### config.mk
export PLATFORM = sky130hd
export DESIGN_NAME = afas_queue
export DESIGN_NICKNAME = d
export VERILOG_FILES = /design/src/rtl/afas_pkg.sv /design/src/rtl/afas_queue.sv
export SDC_FILE = /design/constraint.sdc
export NUM_CORES = 1
export LEC_CHECK = 0
export BUFFER_PORTS_ARGS = -buffer_cell sky130_fd_sc_hd__buf_2
export CORE_AREA = 2 2 412 414
export CTS_CLUSTER_SIZE = 8
export DETAILED_ROUTE_END_ITERATION = 16
export DIE_AREA = 0 0 414 416
export MAX_ROUTING_LAYER = met4
export PLACE_DENSITY = 0.73
export SYNTH_ARGS = -nofsm -noshare
export SYNTH_HDL_FRONTEND = slang
export SYNTH_SLANG_ARGS = --single-unit
### constraint.sdc
create_clock -name clk -period 22.5 [get_ports clk]
set_input_delay 4.5 -clock clk [delete_from_list [all_inputs] [get_ports clk]]
set_output_delay 4.5 -clock clk [all_outputs]
set_load 0.005 [all_outputs]
### src/rtl/afas_pkg.sv
// shared constants, types and the sign pattern table of the axis flip alignment selector
package afas_pkg;

  localparam int CoordBits   = 24;
  localparam int ElemBits    = 7;
  localparam int NumPatterns = 8;
  localparam int PatW        = $clog2(NumPatterns);
  localparam int SumW        = 63;
  localparam int QueueDepth  = 4;

  localparam logic [SumW-1:0] SumMax     = {SumW{1'b1}};
  localparam logic [63:0]     SqrtSumMax = 64'd3037000499;

  // bit 0 negates b x, bit 1 b y, bit 2 b z
  localparam logic [2:0] FlipTable [NumPatterns] = '{
    3'd0, 3'd1, 3'd2, 3'd4, 3'd3, 3'd5, 3'd6, 3'd7
  };

  typedef logic [SumW-1:0] sum_t;
  typedef sum_t [NumPatterns-1:0] sum_vec_t;

  // per pair contribution to each pattern sum, passed from front to back
  typedef struct packed {
    sum_vec_t sums;
    logic     mismatch;
    logic     last;
  } pair_t;

endpackage

### src/rtl/afas_queue.sv
// short queue of pair contributions between front and back
module afas_queue (
  input  logic            clk,
  input  logic            rst,
  input  logic            in_valid,
  output logic            in_stall,
  input  afas_pkg::pair_t in_pair,
  output logic            out_valid,
  input  logic            out_stall,
  output afas_pkg::pair_t out_pair
);
  import afas_pkg::*;

  localparam int PtrW = $clog2(QueueDepth);
  localparam int CntW = $clog2(QueueDepth + 1);

  pair_t           mem [QueueDepth];
  logic [PtrW-1:0] wr_ptr, rd_ptr;
  logic [CntW-1:0] count;
  logic            push, pop;

  assign in_stall  = (count == CntW'(QueueDepth));
  assign out_valid = (count != '0);
  assign push      = in_valid && !in_stall;
  assign pop       = out_valid && !out_stall;
  assign out_pair  = mem[rd_ptr];

  always_ff @(posedge clk) begin
    if (rst) begin
      wr_ptr <= '0;
      rd_ptr <= '0;
      count  <= '0;
    end else begin
      if (push) wr_ptr <= (wr_ptr == PtrW'(QueueDepth - 1)) ? '0 : wr_ptr + 1'b1;
      if (pop)  rd_ptr <= (rd_ptr == PtrW'(QueueDepth - 1)) ? '0 : rd_ptr + 1'b1;
      count <= count + CntW'(push) - CntW'(pop);
    end
  end

  always_ff @(posedge clk) begin
    if (push) mem[wr_ptr] <= in_pair;
  end

endmodule

# Word-level counts from Yosys, hierarchy flattened
# Memories as Yosys holds them, arrays and structs flattened. A register that Yosys moved wholly into a read port is not among the register bits.
# Cells that the tools add are included.
# W data, S select, Z words.
# totals
input_bits	510
memories	1
ram_bits	2024
regBits	7
# classes
muxes	6
eq_ne	3
addsub	4
reduce_logical	5
# mem_list
name	words	width	read_ports	rd_ports_with_merged_regs	wr	line_no	text
mem	4	506	1	1	1	afas_queue.sv:17	pair_t mem [QueueDepth];
# ops
operator	count
$mux W2	4
$add A2 B1 Y2 const B	2
$eq A2 B2 Y1 const B	2
$add A3 B1 Y3	1
$eq A3 B3 Y1 const B	1
$reduce_bool A3 Y1	1
$sub A3 B1 Y3	1
$logic_and A1 B1 Y1	2
$logic_not A1 Y1	2
$mux W1	2

# Logic depth before layout (Yosys ltp)
# Gate-level depths: netlist (run 1).
# logic_depth
word_depth	5
ltp_mapped	12
mapped_depth_nobuf	11

# Least setup slack after synthesis (run 1)
# OpenSTA, ideal clock, no wires.
# synth_timing
path_type	input-to-reg
start	input port in_valid
end	memory mem[3][0] (netlist bit) (enable)
n_path_buf	0
cell_stages	1
required_ns	21.560
slack_ns	5.546
arrival_time_ns	16.014
path_cell_list	and3_1
# synth_between
elab_chain_cells	3
# synth_lines
element	line_no	text
start, declared	afas_queue.sv:5	input logic in_valid,
$logic_and A1 B1 Y1	afas_queue.sv:24	assign push = in_valid && !in_stall;
$mux W1	afas_queue.sv:41	if (push) mem[wr_ptr] <= in_pair;
$mux W1 (not written as such)	afas_queue.sv:41	
end, declared	afas_queue.sv:17	
# Every way passes these cells.

==> reports/metrics.csv, run 1 <==
metric,value,unit
"most common cell after layout, fill and taps aside",edfxtp_1,
Routed Antenna Nets,0,
Post-DP Area,0.08096,mm2
Worst EP arrival,5.04,ns
post-synthesis sequential area ratio,0.8298,
Max Clk Rate,104.9,MHz
number of library cell types mapped by synthesis,25,
clock sink total,2033,
average size of a mapped cell,27.27,um2
Die W,414,um
#FFs+latches synth,2033,
final slew viol count,0,
cell area after synthesis,0.07346,mm2
Resize count post-CTS,0,
Nets,4460,
total track usage,0.2007,
layout cells sized above 1,0.4756,
via count,34460,
Tcrit/Tclk final,0.4238,
status,"finished, final reports clean",
syn_nets,3212,
TNS Setup,0,ns
pre-CTS WS,13.10,ns
Slew HR,0.2366,
Reg2Reg Setup Slack,16.99,ns
worst skew pair latency,0.93,ns
pwr/cell area,119.6,mW/mm2
DRC,0,
yosys warns,0,
crit path time final,9.536,ns
placer's final routability congestion estimate,0.8755,
total die area,0.1722,mm2
Syn Inst Count,2694,
first-pass GRT wire length,245.8,mm
Worst Tran Pin Value,1.145,ns
hpwl dp,104.8,mm
"commonest cells after routing, fill and taps aside","2024 x edfxtp_1, 1017 x buf_2, 506 x mux4_2",
CP endpoint kind,output pin,
WHS,0.5152,ns
Post-Route WL,170.0,mm
wire length per cell,27.19,um
Setup Viol. Count Final,0,
P&R area growth vs syn,21.25,%
I/O pins,1018,
starting density of the core,0.4369,
Inserted Clock Buffers,305,
Bufs on Longest Clock Path,4,
setup slack after layout,12.96,ns
"Setup Fix Bufs, Post-CTS",0,
GRT Residual Overflow,0,
CTS tree,built,
"Clk pin slew, worst setup/hold paths",0.05,ns
num rows,151,
I/O Buffers,1017,
initial antenna violation count,76,
Die H,416,um
Crit Path Class,reg2out,
maximum VDD drop,89.61,uV
CTS Hold Buffers Added,0,
max cap viols,0,
core area,0.1681,mm2
Crit Path Max Fanout,142,
RSZ-0062 raised after global routing,false,
cell area after layout,0.08907,mm2
H-Tree Depth,5,
drt first pass iters,5,
Clock Skew,0.05690,ns
clock root cell,clkbuf_16,
DR vias/cell,5.511,
CP Launch Type,flop,
Fin. Hold Viols,0,
vias in the first global route,36450,
DRT iter0 DRCs,3062,
Worst EP required,18.00,ns
fin util,0.5297,
Tightest Hold Check Type,reg2reg,
leakage power,0.02955,uW
largest net degree at the start of global routing,145,
==> cells in the mapped netlist <==
master       n  area (um2)
buf_6       38       427.9
nor2_1       3       11.26
or3b_1       1       8.760
nor2b_1      1       6.260
buf_4       10       75.07
fa_1         1       20.02
buf_2       54       270.3
o31ai_1      1       7.510
o21ai_0      2       10.01
edfxtp_1  2024       60780
clkbuf_1     9       33.78
buf_1        3       11.26
xor2_1       1       8.760
and2_1       2       12.51
dfxtp_1      9       180.2
mux4_2     506       11400
and3_1       4       25.02
ha_1         7       87.58
nand3b_1     1       7.510
nor3_1       3       15.01
a21oi_1      3       15.01
nand3_1      2       10.01
or4_1        1       7.510
inv_1        7       26.28
a21o_1       1       7.510
==> routing by layer <==
layer  part of all wire  GRT usage  up-vias
met1               0.35     0.2279    18050
met2               0.50     0.3170     1695
li1                   -          -    14280
met4              0.047    0.09493        0
met5                  0          -        -
met3              0.098    0.07400      441
==> cells by family after synthesis <==
kind of cell / Yosys count / synth area share
DFF: 2033 / 0.8298
adders and majority gates: 8 / 0.001465
xor gates and xnor gates: 1 / 0.0001192
muxes: 506 / 0.1551
AOI/OAI and AO/OA: 7 / 0.0005451
buffers and inverters: 121 / 0.01150
and+or+nand+nor: 18 / 0.001414
==> worst paths after layout <==
path | to | start | depth (start not counted)
min reg2reg | flop | rd_ptr[0] | 2
max reg2reg | mem[1][313] | count[1] | 6
max | out_pair[282] | flop | 5
min | flop | rd_ptr[0] | 2
==> layout make-up <==
| type | count | area (um2) |
|---|---|---|
| fillers | 12470 | 79080 |
| inverters | 7 | 26.28 |
| well taps | 2218 | 2775 |
| clock inverters | 15 | 172.7 |
| multi-input cells | 540 | 11680 |
| repair buffers | 1055 | 5513 |
| clock buffers | 324 | 7789 |
| flip-flops and latches | 2033 | 60970 |
| diodes | 61 | 152.6 |
==> critical path: stages, from the launching register on <==
cell and delay, ns:
dfxtp_4 0.92, buf_4 0.77, buf_4 0.76, buf_12 0.63, mux4_2 0.46, buf_2 0.17
==> registers in the layout, indices dropped and copies added (netlist names), named ones only <==
register,flops
count,3
rd_ptr,2
mem,2024
wr_ptr,2
==> through the flow <==
step	instances	total power [uW]
2_1_floorplan	2694	6162
3_3_place_gp	5853	6812
3_5_place_dp	5853	6845
4_1_cts	6192	10750
5_1_grt	6244	11020
6_report	6253	10650
==> where the power goes <==
| group | leakage, uW | total (uW) | internal [uW] | switching (uW) |
|---|---|---|---|---|
| clock | 0.00390 | 3880 | 2420 | 1470 |
| combinational | 0.00704 | 2010 | 913 | 1100 |
| sequential | 0.0186 | 4760 | 4650 | 111 |
| total | 0.0296 | 10600 | 7980 | 2670 |
No activity file was read; power rests on OpenSTA's default activity.
==> run 2, diff against run 1 <==
- clock period: 22.5 -> 9.29 ns (I/O delays scaled with it)
==> reports/metrics.csv, run 2 (synthesized netlist as in run 1, its figures left out) <==
metric,value,unit,change
status,"finished, final reports clean",,
Post-Route WL,170.1,mm,about the same
pwr/cell area,289.0,mW/mm2,+140%
Int Pwr,19360,uW,+140%
"commonest cells after routing, fill and taps aside","2024 x edfxtp_1, 1017 x buf_2, 506 x mux4_2",,
Sequential Power Share,0.447,,about the same
Nets,4472,,+0.27%
"Clk pin slew, worst setup/hold paths",0.05,ns,about the same
"Setup Fix Bufs, Post-CTS",0,,unchanged
Tightest Hold Check Type,reg2reg,,
pre-CTS WS,4.640,ns,-8.455 ns
crit path time final,5.471,ns,
clock root cell,clkbuf_16,,
H-Tree Depth,5,,unchanged
DRT iter0 DRCs,3034,,-0.91%
CP endpoint kind,output pin,,
met2 wire length,85.72,mm,+0.12%
placer's final routability congestion estimate,0.8520,,-2.7%
DRC,0,,unchanged
Crit Path Class,reg2out,,
CTS Hold Buffers Added,0,,unchanged
Fillers,12360,,-0.89%
vias in the first global route,36060,,-1.1%
max cap viols,0,,unchanged
Fin. Hold Viols,0,,unchanged
Worst EP arrival,3.61,ns,-1.43 ns
clock sink total,2033,,unchanged
"most common cell after layout, fill and taps aside",edfxtp_1,,
uppermost routed layer,met4,,
starting density of the core,0.4369,,unchanged
Tcrit/Tclk final,0.5889,,
wire length per cell,27.21,um,about the same
cell area after layout,0.08918,mm2,+0.12%
combinational fraction of design power,0.189,,about the same
hpwl dp,103.7,mm,-0.99%
Clk pwr share,0.364,,about the same
most flop-heavy register,mem,,
Routed Antenna Nets,0,,unchanged
Bufs on Longest Clock Path,4,,unchanged
leakage power,0.02962,uW,+0.23%
biggest regs,"mem (2024), count (3)",,
GRT Residual Overflow,0,,unchanged
setup slack after layout,3.819,ns,-9.145 ns
switching power,6412,uW,+140%
Clock Skew,0.05517,ns,-0.001737 ns
layout cells sized above 1,0.4780,,+0.002396
drt first pass iters,5,,unchanged
Crit Path Max Fanout,143,,+0.70%
I/O pins,1018,,unchanged
core area,0.1681,mm2,unchanged
WHS,0.5003,ns,-0.01487 ns
Slew HR,0.2995,,+0.06288
worst skew pair latency,0.93,ns,about the same
first-pass GRT wire length,245.2,mm,-0.25%
num rows,151,,unchanged
Resize count post-CTS,0,,unchanged
DR vias/cell,5.514,,about the same
Setup Viol. Count Final,0,,unchanged
RSZ-0062 raised after global routing,false,,
I/O Buffers,1017,,unchanged
Inserted Clock Buffers,306,,+0.33%
CTS tree,built,,
routed wl met3,16.35,mm,-1.4%
initial antenna violation count,83,,+9.2%
Die W,414,um,unchanged
P&R area growth vs syn,21.40,%,
CP Launch Type,flop,,
max FFs per register,2024,,unchanged
Worst Tran Pin Value,1.051,ns,-0.09433 ns
largest net degree at the start of global routing,144,,-0.69%
Max Clk Rate,182.8,MHz,
Reg2Reg Setup Slack,5.92,ns,-11.07 ns
total track usage,0.2004,,-0.0003150
total die area,0.1722,mm2,unchanged
sw frac,0.2488,,-0.002131
via count,34470,,+0.032%
Post-DP Area,0.08109,mm2,+0.16%
WL met1,60.62,mm,+1.2%
maximum VDD drop,237.0,uV,+160%
Worst EP required,7.43,ns,-10.57 ns
Die H,416,um,unchanged
final slew viol count,0,,unchanged
[run 2: critical path, cell delays in order (launching register included)]
cell     delay, ns
dfxtp_4       0.79
buf_12        0.57
buf_4         0.61
mux4_2        0.40
buf_2         0.16
[run 2: final timing paths]
check             from            to  depth (start not counted)
max               flop  out_pair[62]                          4
min          rd_ptr[1]          flop                          2
max reg2reg   count[1]   mem[0][128]                          4
min reg2reg  rd_ptr[1]          flop                          2
[run 2: layout make-up]
cell class                      instances  area, um2  area share
Antenna cell                           58      145.1    0.001628
Clock buffer                          317       7784     0.08728
Clock inverter                         12      160.2    0.001796
Inverter                                7      26.28   0.0002946
Multi-Input combinational cell        540      11680      0.1309
Sequential cell                      2033      60970      0.6836
Tap cell                             2218       2775     0.03112
Timing Repair Buffer                 1066       5645     0.06330
[run 2: metal layers]
| layer | vias up | track usage |
|---|---|---|
| met5 | - | - |
| met4 | 0 | 0.09288 |
| met3 | 423 | 0.07200 |
| met2 | 1696 | 0.3169 |
| met1 | 18060 | 0.2293 |
| li1 | 14290 | - |
[run 2: power by group through the flow]
stage / logic (uW) / clock network [uW] / registers, uW
2_1_floorplan: 2810 / 0 / 11800
3_3_place_gp: 4880 / 0 / 11600
3_5_place_dp: 4890 / 0 / 11700
4_1_cts: 4940 / 9560 / 11500
5_1_grt: 5140 / 9930 / 11600
6_report: 4880 / 9390 / 11500
[run 2: stage by stage]
step	cells	util	total power, uW	TNS (ns)
5_1_grt	6247	0.5303	26660	0
4_1_cts	6193	0.5295	26030	0
6_report	6251	0.5304	25770	0
2_1_floorplan	2694	-	14660	-2518.23
3_5_place_dp	5864	0.4822	16540	0
3_3_place_gp	5864	0.4822	16460	0
